[src/hw/rtl/h264_sps_size_parser_core_defines.svh]
// assertion macros for the sps size parser core
`ifndef H264_SPS_SIZE_PARSER_CORE_DEFINES_SVH
`define H264_SPS_SIZE_PARSER_CORE_DEFINES_SVH

// same-cycle implication, checked outside reset
`define HSPP_ASSERT_NOW(label, clk, rst_n, ante, cons) \
  label: assert property (@(posedge clk) disable iff (!rst_n) (ante) |-> (cons)) \
    else $error("hspp check failed");

// next-cycle implication, checked outside reset
`define HSPP_ASSERT_NEXT(label, clk, rst_n, ante, cons) \
  label: assert property (@(posedge clk) disable iff (!rst_n) (ante) |=> (cons)) \
    else $error("hspp check failed");

`endif

[src/hw/rtl/hspp_pkg.sv]
// types, constants and helpers shared by the sps size parser
`default_nettype none

package hspp_pkg;

  localparam logic [13:0] MAX_WIDTH_RST  = 14'd640;
  localparam logic [13:0] MAX_HEIGHT_RST = 14'd480;
  localparam logic [3:0]  SHORT_BYTES    = 4'd8;

  localparam logic CFG_MAX_WIDTH  = 1'b0;
  localparam logic CFG_MAX_HEIGHT = 1'b1;

  typedef enum logic [3:0] {
    PH_HDR, PH_PROFILE, PH_FLAGS, PH_LEVEL, PH_SPS_ID, PH_LOG2FN, PH_POC_TYPE,
    PH_POC_LSB, PH_NUM_REF, PH_GAPS, PH_MB_W, PH_MB_H, PH_DONE
  } phase_e;

  typedef enum logic [1:0] {
    ST_OK, ST_SHORT, ST_CODE, ST_UNSUP
  } status_e;

  typedef struct packed {
    logic valid;
    logic value;
    logic byte_end;
  } bit_t;

  typedef struct packed {
    logic [13:0] width;
    logic [13:0] height;
    logic [7:0]  level;
    logic [7:0]  profile;
    status_e     status;
  } result_t;

  // profiles whose sps carries chroma format fields
  function automatic logic high_profile(input logic [7:0] p);
    return p == 8'd100 || p == 8'd110 || p == 8'd122 || p == 8'd244 ||
           p == 8'd44  || p == 8'd83  || p == 8'd86  || p == 8'd118 ||
           p == 8'd128 || p == 8'd138 || p == 8'd139 || p == 8'd134 ||
           p == 8'd135;
  endfunction

endpackage

`default_nettype wire

[src/hw/rtl/hspp_bit_feed.sv]
// byte input register that shifts each byte out one bit per cycle, msb first
`default_nettype none

module hspp_bit_feed import hspp_pkg::*; (
  input  wire logic       clk_i,
  input  wire logic       rst_ni,
  input  wire logic       byte_valid_i,
  output logic            byte_ready_o,
  input  wire logic [7:0] byte_i,
  input  wire logic       last_i,
  output bit_t            bit_o,
  output logic            fin_valid_o,
  input  wire logic       fin_ready_i
);

  logic [7:0] sh_q, sh_d;
  logic [3:0] cnt_q, cnt_d;
  logic       last_q, last_d;
  logic       fin_q, fin_d;

  assign byte_ready_o = (cnt_q == 4'd0) && !fin_q;
  assign fin_valid_o  = fin_q;

  always_comb begin
    sh_d   = sh_q;
    cnt_d  = cnt_q;
    last_d = last_q;
    fin_d  = fin_q;
    bit_o.valid    = 1'b0;
    bit_o.value    = sh_q[7];
    bit_o.byte_end = (cnt_q == 4'd1);
    if (fin_q && fin_ready_i) begin
      fin_d = 1'b0;
    end
    if (cnt_q != 4'd0) begin
      bit_o.valid = 1'b1;
      sh_d  = {sh_q[6:0], 1'b0};
      cnt_d = cnt_q - 4'd1;
      if (cnt_q == 4'd1 && last_q) begin
        fin_d = 1'b1;
      end
    end else if (byte_valid_i && byte_ready_o) begin
      sh_d   = byte_i;
      cnt_d  = 4'd8;
      last_d = last_i;
    end
  end

  always_ff @(posedge clk_i or negedge rst_ni) begin
    if (!rst_ni) begin
      sh_q   <= '0;
      cnt_q  <= '0;
      last_q <= 1'b0;
      fin_q  <= 1'b0;
    end else begin
      sh_q   <= sh_d;
      cnt_q  <= cnt_d;
      last_q <= last_d;
      fin_q  <= fin_d;
    end
  end

endmodule

`default_nettype wire

[src/hw/rtl/hspp_parser.sv]
// bit-serial sps field parser with exp-golomb decoding and result formatting
`default_nettype none

module hspp_parser import hspp_pkg::*; #(
  parameter int unsigned UE_MAX_ZEROS = 16
) (
  input  wire logic        clk_i,
  input  wire logic        rst_ni,
  input  wire bit_t        bit_i,
  input  wire logic        clear_i,
  input  wire logic [13:0] max_width_i,
  input  wire logic [13:0] max_height_i,
  output result_t          result_o
);

  localparam int unsigned CW = UE_MAX_ZEROS + 1;
  localparam int unsigned ZW = $clog2(UE_MAX_ZEROS + 2);
  localparam int unsigned MW = (CW > 10) ? CW : 10;

  phase_e          phase_q, phase_d;
  logic [2:0]      fix_cnt_q, fix_cnt_d;
  logic [7:0]      fix_sh_q, fix_sh_d;
  logic [ZW-1:0]   zrun_q, zrun_d;
  logic            in_sfx_q, in_sfx_d;
  logic [ZW-1:0]   sfx_left_q, sfx_left_d;
  logic [CW-1:0]   code_q, code_d;
  logic [7:0]      profile_q, profile_d;
  logic [7:0]      level_q, level_d;
  logic [CW-1:0]   cols_q, cols_d;
  logic [CW-1:0]   rows_q, rows_d;
  status_e         err_q, err_d;
  logic [3:0]      bcnt_q, bcnt_d;

  logic [CW-1:0]   code_next;
  logic [7:0]      byte_next;
  logic            ue_fin;
  logic [CW-1:0]   ue_val;
  logic            ue_phase;

  // ue values are kept as value plus one, the leading one of the code
  always_comb begin
    phase_d    = phase_q;
    fix_cnt_d  = fix_cnt_q;
    fix_sh_d   = fix_sh_q;
    zrun_d     = zrun_q;
    in_sfx_d   = in_sfx_q;
    sfx_left_d = sfx_left_q;
    code_d     = code_q;
    profile_d  = profile_q;
    level_d    = level_q;
    cols_d     = cols_q;
    rows_d     = rows_q;
    err_d      = err_q;
    bcnt_d     = bcnt_q;
    code_next  = {code_q[CW-2:0], bit_i.value};
    byte_next  = {fix_sh_q[6:0], bit_i.value};
    ue_fin     = 1'b0;
    ue_val     = code_next;
    ue_phase   = 1'b0;
    if (clear_i) begin
      phase_d    = PH_HDR;
      fix_cnt_d  = '0;
      fix_sh_d   = '0;
      zrun_d     = '0;
      in_sfx_d   = 1'b0;
      sfx_left_d = '0;
      code_d     = '0;
      profile_d  = '0;
      level_d    = '0;
      cols_d     = '0;
      rows_d     = '0;
      err_d      = ST_OK;
      bcnt_d     = '0;
    end else if (bit_i.valid) begin
      if (bit_i.byte_end && bcnt_q <= SHORT_BYTES) begin
        bcnt_d = bcnt_q + 4'd1;
      end
      unique case (phase_q)
        PH_HDR, PH_PROFILE, PH_FLAGS, PH_LEVEL: begin
          fix_sh_d  = byte_next;
          fix_cnt_d = fix_cnt_q + 3'd1;
          if (fix_cnt_q == 3'd7) begin
            phase_d = phase_e'(4'(phase_q) + 4'd1);
            if (phase_q == PH_PROFILE) begin
              profile_d = byte_next;
            end
            if (phase_q == PH_LEVEL) begin
              level_d = byte_next;
              if (high_profile(profile_q)) begin
                err_d   = ST_UNSUP;
                phase_d = PH_DONE;
              end
            end
          end
        end
        PH_GAPS: begin
          phase_d = PH_MB_W;
        end
        PH_SPS_ID, PH_LOG2FN, PH_POC_TYPE, PH_POC_LSB, PH_NUM_REF, PH_MB_W,
        PH_MB_H: begin
          ue_phase = 1'b1;
        end
        PH_DONE: begin
        end
        default: begin
          phase_d = PH_DONE;
        end
      endcase
      if (ue_phase) begin
        if (!in_sfx_q) begin
          if (!bit_i.value) begin
            zrun_d = zrun_q + ZW'(1);
            if (zrun_q == ZW'(UE_MAX_ZEROS)) begin
              err_d   = ST_CODE;
              phase_d = PH_DONE;
            end
          end else if (zrun_q == '0) begin
            ue_fin = 1'b1;
            ue_val = CW'(1);
          end else begin
            in_sfx_d   = 1'b1;
            sfx_left_d = zrun_q;
            code_d     = CW'(1);
          end
        end else begin
          code_d     = code_next;
          sfx_left_d = sfx_left_q - ZW'(1);
          if (sfx_left_q == ZW'(1)) begin
            ue_fin = 1'b1;
          end
        end
      end
      if (ue_fin) begin
        zrun_d     = '0;
        in_sfx_d   = 1'b0;
        sfx_left_d = '0;
        priority case (phase_q)
          PH_POC_TYPE: begin
            if (ue_val == CW'(1)) begin
              phase_d = PH_POC_LSB;
            end else if (ue_val == CW'(3)) begin
              phase_d = PH_NUM_REF;
            end else begin
              err_d   = ST_UNSUP;
              phase_d = PH_DONE;
            end
          end
          PH_MB_W: begin
            cols_d  = ue_val;
            phase_d = PH_MB_H;
          end
          PH_MB_H: begin
            rows_d  = ue_val;
            phase_d = PH_DONE;
          end
          default: begin
            phase_d = phase_e'(4'(phase_q) + 4'd1);
          end
        endcase
      end
    end
  end

  always_ff @(posedge clk_i or negedge rst_ni) begin
    if (!rst_ni) begin
      phase_q    <= PH_HDR;
      fix_cnt_q  <= '0;
      fix_sh_q   <= '0;
      zrun_q     <= '0;
      in_sfx_q   <= 1'b0;
      sfx_left_q <= '0;
      code_q     <= '0;
      profile_q  <= '0;
      level_q    <= '0;
      cols_q     <= '0;
      rows_q     <= '0;
      err_q      <= ST_OK;
      bcnt_q     <= '0;
    end else begin
      phase_q    <= phase_d;
      fix_cnt_q  <= fix_cnt_d;
      fix_sh_q   <= fix_sh_d;
      zrun_q     <= zrun_d;
      in_sfx_q   <= in_sfx_d;
      sfx_left_q <= sfx_left_d;
      code_q     <= code_d;
      profile_q  <= profile_d;
      level_q    <= level_d;
      cols_q     <= cols_d;
      rows_q     <= rows_d;
      err_q      <= err_d;
      bcnt_q     <= bcnt_d;
    end
  end

  logic [MW-1:0] cols_ext, rows_ext, lim_w, lim_h;
  status_e       status;

  assign cols_ext = MW'(cols_q);
  assign rows_ext = MW'(rows_q);
  // size * 16 > max exactly when size > max / 16
  assign lim_w    = MW'(max_width_i[13:4]);
  assign lim_h    = MW'(max_height_i[13:4]);

  always_comb begin
    priority if (bcnt_q <= SHORT_BYTES) begin
      status = ST_SHORT;
    end else if (err_q != ST_OK) begin
      status = err_q;
    end else if (phase_q != PH_DONE) begin
      status = ST_CODE;
    end else begin
      status = ST_OK;
    end
    result_o.status  = status;
    result_o.level   = (status == ST_SHORT) ? 8'd0 : level_q;
    result_o.profile = (status == ST_SHORT) ? 8'd0 : profile_q;
    result_o.width   = (status == ST_OK && cols_ext <= lim_w) ?
                       {cols_ext[9:0], 4'b0000} : 14'd0;
    result_o.height  = (status == ST_OK && rows_ext <= lim_h) ?
                       {rows_ext[9:0], 4'b0000} : 14'd0;
  end

endmodule

`default_nettype wire

[src/hw/rtl/h264_sps_size_parser_core.sv]
// top level of the h264 sps picture size parser
`default_nettype none

`include "h264_sps_size_parser_core_defines.svh"

// Parses one H.264 sequence parameter set given as NAL bytes (emulation
// prevention removed), one byte per transaction with tlast on the final byte,
// and returns one result transaction per set: width and height in pixels,
// level, profile and a status. Each byte is loaded into the input shift
// register and its eight bits are then fed, one per cycle, to the serial
// parser; the byte after tlast also waits while the result is loaded into
// the output register, and for as long as that register is still held.
// No clearing pass after reset.
module h264_sps_size_parser_core import hspp_pkg::*; #(
  parameter int unsigned UE_MAX_ZEROS = 16
) (
  input  wire logic        clk_i,
  input  wire logic        rst_ni,
  input  wire logic        s_axis_tvalid,
  output logic             s_axis_tready,
  input  wire logic [7:0]  s_axis_tdata,   // sps_byte
  input  wire logic        s_axis_tlast,
  output logic             m_axis_tvalid,
  input  wire logic        m_axis_tready,
  output logic [47:0]      m_axis_tdata,   // width, height, level, profile, zero pad
  output logic [1:0]       m_axis_tuser,   // status
  input  wire logic        cfg_we_i,
  input  wire logic        cfg_addr_i,
  input  wire logic [13:0] cfg_wdata_i
);

  logic [13:0] max_width_q, max_height_q;
  bit_t        feed_bit;
  logic        fin_valid, fin_ready, fin_take;
  result_t     parse_res;
  result_t     out_q;
  logic        out_valid_q;

  always_ff @(posedge clk_i or negedge rst_ni) begin
    if (!rst_ni) begin
      max_width_q  <= MAX_WIDTH_RST;
      max_height_q <= MAX_HEIGHT_RST;
    end else if (cfg_we_i) begin
      if (cfg_addr_i == CFG_MAX_WIDTH) begin
        max_width_q <= cfg_wdata_i;
      end
      if (cfg_addr_i == CFG_MAX_HEIGHT) begin
        max_height_q <= cfg_wdata_i;
      end
    end
  end

  hspp_bit_feed u_feed (
    .clk_i        (clk_i),
    .rst_ni       (rst_ni),
    .byte_valid_i (s_axis_tvalid),
    .byte_ready_o (s_axis_tready),
    .byte_i       (s_axis_tdata),
    .last_i       (s_axis_tlast),
    .bit_o        (feed_bit),
    .fin_valid_o  (fin_valid),
    .fin_ready_i  (fin_ready)
  );

  assign fin_ready = !out_valid_q || m_axis_tready;
  assign fin_take  = fin_valid && fin_ready;

  hspp_parser #(
    .UE_MAX_ZEROS (UE_MAX_ZEROS)
  ) u_parser (
    .clk_i        (clk_i),
    .rst_ni       (rst_ni),
    .bit_i        (feed_bit),
    .clear_i      (fin_take),
    .max_width_i  (max_width_q),
    .max_height_i (max_height_q),
    .result_o     (parse_res)
  );

  always_ff @(posedge clk_i or negedge rst_ni) begin
    if (!rst_ni) begin
      out_valid_q <= 1'b0;
      out_q       <= '0;
    end else begin
      if (fin_take) begin
        out_valid_q <= 1'b1;
        out_q       <= parse_res;
      end else if (m_axis_tready) begin
        out_valid_q <= 1'b0;
      end
    end
  end

  assign m_axis_tvalid = out_valid_q;
  assign m_axis_tdata  = {4'b0000, out_q.profile, out_q.level, out_q.height, out_q.width};
  assign m_axis_tuser  = out_q.status;

  `HSPP_ASSERT_NEXT(a_busy_after_accept, clk_i, rst_ni, s_axis_tvalid && s_axis_tready, !s_axis_tready)
  `HSPP_ASSERT_NEXT(a_fin_loads_output, clk_i, rst_ni, fin_take, m_axis_tvalid)
  `HSPP_ASSERT_NOW(a_error_no_size, clk_i, rst_ni, m_axis_tvalid && m_axis_tuser != ST_OK, m_axis_tdata[27:0] == 28'd0)
  `HSPP_ASSERT_NOW(a_short_all_zero, clk_i, rst_ni, m_axis_tvalid && m_axis_tuser == ST_SHORT, m_axis_tdata == 48'd0)

endmodule

`default_nettype wire

[config.mk]
export PLATFORM = sky130hd
export DESIGN_NAME = h264_sps_size_parser_core
export DESIGN_NICKNAME = d
export VERILOG_FILES = /design/src/hw/rtl/hspp_pkg.sv /design/src/hw/rtl/hspp_bit_feed.sv /design/src/hw/rtl/hspp_parser.sv /design/src/hw/rtl/h264_sps_size_parser_core.sv
export VERILOG_INCLUDE_DIRS = /design/src /design/src/hw/rtl
export SDC_FILE = /design/constraint.sdc
export NUM_CORES = 1
export LEC_CHECK = 0
export ABC_CLOCK_PERIOD_IN_PS = 4800
export BUFFER_PORTS_ARGS = -buffer_cell sky130_fd_sc_hd__buf_4
export CELL_PAD_IN_SITES_DETAIL_PLACEMENT = 1
export CELL_PAD_IN_SITES_GLOBAL_PLACEMENT = 1
export CORE_ASPECT_RATIO = 0.7
export CORE_UTILIZATION = 50
export DETAILED_ROUTE_END_ITERATION = 12
export PLACE_DENSITY_LB_ADDON = 0.1
export SLEW_MARGIN = 20
export SYNTH_ARGS = -nofsm -noshare
export SYNTH_HDL_FRONTEND = slang
export SYNTH_SLANG_ARGS = --single-unit
[constraint.sdc]
create_clock -name clk_i -period 4.8 [get_ports clk_i]
set_input_delay 0.96 -clock clk_i [delete_from_list [all_inputs] [get_ports clk_i]]
set_output_delay 0.96 -clock clk_i [all_outputs]
set_load 0.05 [all_outputs]
# Word-level counts from Yosys, hierarchy flattened
# Cells that the tools add are included.
[totals] ff_bits=186 output_inout_bits=52
[classes] addsub=6 order_cmp=3 n_eq_ne=37 mux=114 bitwise_logic=2 n_reduce_logical=59
[op_table] op="$mux 17" n=14
[op_table] op="$mux 8" n=14
[op_table] op="$mux 16" n=6
[op_table] op="$mux 5" n=13
[op_table] op="$mux 4" n=16
[op_table] op="$eq 8x7->1 const B" n=6
[op_table] op="$eq 8x8->1 const B" n=6
[op_table] op="$le 17x10->1" n=2
[op_table] op="$mux 2" n=17
[op_table] op="$mux 14" n=2
[op_table] op="$reduce_bool 2->1" n=13
[op_table] op="$pmux 4 s3" n=2
[op_table] op="$mux 1" n=23
[op_table] op="$mux 7" n=3
[op_table] op="$eq 4x4->1 const B" n=5
[op_table] op="$reduce_and 4->1" n=5
[op_table] op="$eq 17x1->1 const B" n=1
[op_table] op="$eq 17x2->1 const B" n=1
[op_table] op="$eq 4x3->1 const B" n=4
[op_table] op="$logic_or 1x1->1" n=13
[op_table] op="$mux 3" n=4
[op_table] op="$reduce_and 2->1" n=6
[op_table] op="$add 4x1->4 const B" n=2
[op_table] op="$eq 4x1->1 const B" n=2
[op_table] op="27 further kinds" n=41

# Logic depth before layout (Yosys ltp)
[depth] ltp_word=27 ltp_mapped=11

# Cells and area by module
# Synthesis repeated with hierarchy kept, for this count alone.
[hier_totals] cells_unflattened=890 area_unflattened_um2=9390.3
[modules_own_cells] module="hspp_parser" n_inst=1 cells_each=633 area_per_inst_um2=5756.8 seq_area_each_um2=2427.3
[modules_own_cells] module="h264_sps_size_parser_core" n_inst=1 cells_each=197 area_per_inst_um2=2991.6 seq_area_each_um2=1884.3
[modules_own_cells] module="hspp_bit_feed" n_inst=1 cells_each=60 area_per_inst_um2=641.9 seq_area_each_um2=350.3

# Worst setup path before layout
# No wires, ideal clock.
[synth_path] kind="reg-to-output" from="register u_feed.cnt_q[0]" to="output s_axis_tready" t_arrival_ns=1.824 t_required_ns=3.840 slack_ns=2.016 stages_incl_launch_ff=4 n_path_buf=1 path_cell_list="dfrtp_1 > or4_1 > buf_2 > nor2_1"
[synth_via] elab_chain_len=2
[synth_lines] item="from (decl)" line_no="hspp_bit_feed.sv:17" text="logic [3:0] cnt_q, cnt_d;"
[synth_lines] item="from (signal assigned)" line_no="hspp_bit_feed.sv:57" text="cnt_q <= cnt_d;"
[synth_lines] item="$logic_not 4->1" line_no="hspp_bit_feed.sv:21" text="assign byte_ready_o = (cnt_q == 4'd0) && !fin_q;"
[synth_lines] item="$logic_and 1x1->1" line_no="hspp_bit_feed.sv:21"
[synth_lines] item="to (decl)" line_no="h264_sps_size_parser_core.sv:20" text="output logic s_axis_tready,"
# No other way between the ends.

# Worst setup path after layout
[layout_path] from="register u_parser.phase_q[0]" to="register u_parser.cols_q[7], in the netlist u_parser.cols_ext[7]"
[layout_via] elab_chain_len=12 word_cells_on_any_way=24 classes_between="eq/ne: 7; mux: 13; reduce/logical: 4"
[layout_lines] item="from (decl)" line_no="hspp_parser.sv:20" text="phase_e phase_q, phase_d;"
[layout_lines] item="from (signal assigned)" line_no="hspp_parser.sv:180" text="phase_q <= phase_d;"
[layout_lines] item="$eq 4x3->1 (tied with other cells)" line_no="hspp_parser.sv:78" text="unique case (phase_q)"
[layout_lines] item="$reduce_or 7->1" line_no="hspp_parser.sv:78"
[layout_lines] item="$mux 1" line_no="hspp_parser.sv:78"
[layout_lines] item="$mux 1" line_no="hspp_parser.sv:74" text="end else if (bit_i.valid) begin"
[layout_lines] item="$mux 1" line_no="hspp_parser.sv:60" text="if (clear_i) begin"
[layout_lines] item="$mux 17" line_no="hspp_parser.sv:109" text="if (ue_phase) begin"
[layout_lines] item="$mux 17" line_no="hspp_parser.sv:74"
[layout_lines] item="$mux 17" line_no="hspp_parser.sv:60"
[layout_lines] item="$mux 17" line_no="hspp_parser.sv:137" text="priority case (phase_q)"
[layout_lines] item="$mux 17" line_no="hspp_parser.sv:133" text="if (ue_fin) begin"
[layout_lines] item="$mux 17" line_no="hspp_parser.sv:74"
[layout_lines] item="$mux 17" line_no="hspp_parser.sv:60"
[layout_lines] item="to (signal assigned)" line_no="hspp_parser.sv:189" text="cols_q <= cols_d;"
[layout_lines] item="to (decl)" line_no="hspp_parser.sv:29" text="logic [CW-1:0] cols_q, cols_d;"
# Several ways; a longest one is shown, not always the timed one. The select of a mux whose other input is x is not followed.
# A chain may end at the register's enable or synchronous reset.

==> summary.txt <==
Outcome
  – Run status: completed

Floorplanning
  – Std-Cell Rows: 38
  – Die area: 17000 um^2
  – Initial core utilization: 0.522
  – Standard cell core area: 15800 um^2
  – Y dimension of the die: 110 um
  – DIE WIDTH: 156 um
  – Total I/O pin count: 81

Critical path
  – Critical path endpoint category: register
  – Reg-to-Reg End: u_parser.cols_ext[7]
  – Arrival time of the worst setup path: 3820 ps
  – Critical path fanouts, max: 24
  – Count of cells along the worst register-to-register path: 9
  – R2R Path Start: u_parser.phase_q[0]
  – Critical path origin: u_parser.phase_q[0]
  – CP startpoint kind: register
  – Worst Path Class, Setup: register to register
  – Critical Path RT: 5160 ps
  – Register-to-register setup slack: 1340 ps
  – Destination of the critical timing path: u_parser.cols_ext[7]

Route
  – Iteration-0 DRC Markers: 409
  – # DRC: 0
  – Antenna viol nets, final: 0
  – Total length of routed wires: 22100 um
  – Total via count after detailed routing: 6390
  – Via/cell ratio: 5.78
  – Iteration count of the initial detailed-routing pass: 5
  – Per-cell routed wire length: 20.0 um

Clocking
  – Clock tree from TritonCTS: built
  – Count of clock tree sinks: 170
  – Clock latency at the later pin of the worst-skew pair: 430 ps
  – Hold-fix buffers at CTS: 0
  – Clock transition at the registers of the reported paths: 60 ps
  – Cts repair resizes: 0
  – Setup Fix Bufs, Post-CTS: 0
  – Maximum buffer depth of the clock tree: 2
  – Total number of H-tree levels: 4
  – Clock buffers created by TritonCTS: 17
  – CTS Root Cell: sky130_fd_sc_hd__clkbuf_16

Synth
  – Cell types occupying the most area after synthesis: sky130_fd_sc_hd__dfrtp_1 50%, sky130_fd_sc_hd__nand2_1 6.8%, sky130_fd_sc_hd__ha_1 4.8%
  – Mean instance size in the synthesized netlist: 10.0 um^2
  – List of most frequent post-synthesis cells: 164 x sky130_fd_sc_hd__dfrtp_1, 150 x sky130_fd_sc_hd__nand2_1, 48 x sky130_fd_sc_hd__o21ai_0
  – Most frequent cell after synthesis: sky130_fd_sc_hd__dfrtp_1
  – Synth Cell Area: 8260 um^2
  – Yosys cell types: 70
  – Most instantiated flip-flop cell in the synthesis netlist: sky130_fd_sc_hd__dfrtp_1
  – Flop and latch count out of synthesis: 170
  – Share of the yosys chip area belonging to registers: 0.516
  – Cell type contributing the most total cell area after synthesis: sky130_fd_sc_hd__dfrtp_1
  – Number of flops mapped to enable cells by yosys: 0
  – Post-Synthesis Cells: 826
  – Area fraction of the dominant cell type after synthesis: 0.497
  – Synth warn: 0
  – Post-synth ARST share: 1.00

Global routing
  – Via count of the first global-routing pass: 6662
  – Total routing usage reported by global routing: 0.279
  – Initial antenna violation count: 0
  – Global route overflow: 0
  – Wire length of the first global-routing pass: 36300 um
  – Pin count of the biggest net entering global routing: 89

STA
  – Crit path setup slack, layout: 1340 ps
  – TNS Setup: 0 ps
  – Endpoints failing setup: 0
  – Tightest Pin Transition: 1010 ps
  – Hold violation total from the final report: 0
  – Final count of pins violating max slew: 0
  – RSZ-0062 raised after global routing: no
  – Period minus WS final: 3460 ps
  – Upper clock frequency limit: 289 MHz
  – Fraction of the cycle the final worst path needs: 0.720
  – Post-Route Skew: 6.53 ps
  – Max transition margin: 0.325

Flow run
  – Max-capacitance violation count: 0

Placed design
  – Setup slack after placement: 1280 ps
  – Routability Congestion: 0.836
  – DP Wirelength: 14800 um
  – Port buffer count: 64
  – Placed insts: 1073

Layout
  – Fill cell instance count of the final layout: 1756
  – Final instance count without filler cells: 1105
  – NumNets Final: 933
  – Number of antenna cells inserted: 0
  – Core utilization of the finished layout: 0.599
  – Growth of design area from synthesis to finish: 14.9%
  – Layout cell share with drive strength beyond 1: 0.188

Pwr
  – Static Leakage: 4.45 nW
  – Power density normalized to cell area: 608 nW/um^2
  – Design Power: 0.00577 W
  – Worst IR Drop VDD: 277 uV

Hold path
  – Hold Crit Class: register to register
[kinds of logic (layout without fill, tap and decap cells)]
family                   count (synthesis)  after routing  share of synthesized area
adder cells (fa/ha/maj)                 32             32                     0.0485
AO/OA/AOI/OAI                          207            207                      0.176
XOR/XNOR                                 9              9                    0.00954
buffers and inverters                   88            136                     0.0509
AND/OR/NAND/NOR                        297            297                      0.171
multiplexers                            22             22                     0.0285
other                                    1             12                   0.000454
flip-flops                             170            170                      0.516
[sequential cells by signal, indices dropped and copies added, names as in the netlist, 2 cells and up]
| register | count |
|---|---|
| m_axis_tuser | 2 |
| u_parser.phase_q | 4 |
| u_parser.level_q | 8 |
| u_parser.zrun_q | 5 |
| u_parser.fix_cnt_q | 3 |
| u_parser.bcnt_q | 4 |
| u_parser.profile_q | 8 |
| u_feed.sh_q | 8 |
| u_parser.sfx_left_q | 5 |
| u_parser.code_q | 16 |
| max_height_q | 10 |
| m_axis_tdata | 36 |
| max_width_q | 10 |
| u_parser.cols_ext | 17 |
| u_parser.fix_sh_q | 7 |
| u_parser.err_q | 2 |
| u_parser.rows_ext | 17 |
| u_feed.cnt_q | 4 |
[final cells by class]
class / count / area (um^2) / share of cell area
Inverter: 35 / 131 / 0.0138
Clock buffer: 19 / 443 / 0.0467
Tap cell: 220 / 275 / 0.0290
Timing Repair Buffer: 69 / 534 / 0.0563
Clock inverter: 13 / 215 / 0.0227
Multi-Input combinational cell: 579 / 3630 / 0.382
Sequential cell: 170 / 4260 / 0.449
[layout by cell type (no fill, tap or decap), types with 8 or more instances in the layout]
cell type and instances:
sky130_fd_sc_hd__dfrtp_1 164, sky130_fd_sc_hd__nand2_1 150, sky130_fd_sc_hd__buf_4 67, sky130_fd_sc_hd__o21ai_0 48, sky130_fd_sc_hd__a21oi_1 43, sky130_fd_sc_hd__nor2_1 38, sky130_fd_sc_hd__a22o_1 36, sky130_fd_sc_hd__inv_1 35
sky130_fd_sc_hd__ha_1 32, sky130_fd_sc_hd__clkbuf_16 17, sky130_fd_sc_hd__nand3_1 16, sky130_fd_sc_hd__o21ai_2 16, sky130_fd_sc_hd__nand2_2 15, sky130_fd_sc_hd__o21ai_1 14, sky130_fd_sc_hd__mux2_2 12, sky130_fd_sc_hd__conb_1 12
sky130_fd_sc_hd__nor3_1 10, sky130_fd_sc_hd__mux2i_1 10, sky130_fd_sc_hd__nor4_1 8
[critical path: stages, from the launching register on]
cell and delay, ps:
sky130_fd_sc_hd__dfrtp_1 490, sky130_fd_sc_hd__inv_1 160, sky130_fd_sc_hd__ha_1 360, sky130_fd_sc_hd__nor3_1 420
sky130_fd_sc_hd__o21ai_4 170, sky130_fd_sc_hd__and3_1 370, sky130_fd_sc_hd__a41oi_4 910, sky130_fd_sc_hd__buf_4 360
sky130_fd_sc_hd__nand2_2 80, sky130_fd_sc_hd__o21ai_2 60
[per-layer routing]
metal	vias to the layer above	GRT usage	part of all wire
met5	-	0	0
met4	0	0.0826	0.011
met3	18	0.0528	0.042
met2	151	0.439	0.47
met1	3268	0.395	0.48
li1	2953	-	-
[metrics by stage]
stage          cell area, um^2  hold slack (ps)
3_5_place_dp              8820              475
2_1_floorplan             8300              446
4_1_cts                   9480              491
3_3_place_gp              8820              459
6_report                  9490              491
5_1_grt                   9490              507
[how the worst min path moves through the flow]
stage	startpoint	to	slack (ps)	cells after the start
after floorplan	u_feed.last_q	u_feed.last_q	450	2
after global routing	u_feed.sh_q[4]	u_feed.sh_q[4]	510	2
after CTS	u_feed.sh_q[4]	u_feed.sh_q[4]	490	2
final	u_feed.sh_q[4]	u_feed.sh_q[4]	490	2
after detailed placement	u_feed.sh_q[4]	u_feed.sh_q[4]	480	2
after global placement	u_feed.cnt_q[0]	u_feed.cnt_q[0]	460	1
[power breakdown]
group	leakage [nW]	internal [W]	switching [W]	total, W
registers	2.26	0.00177	0.000393	0.00217
clock network	0.306	0.000942	0.000602	0.00154
logic	1.88	0.000692	0.00137	0.00206
(Power assumes the default switching activity.)
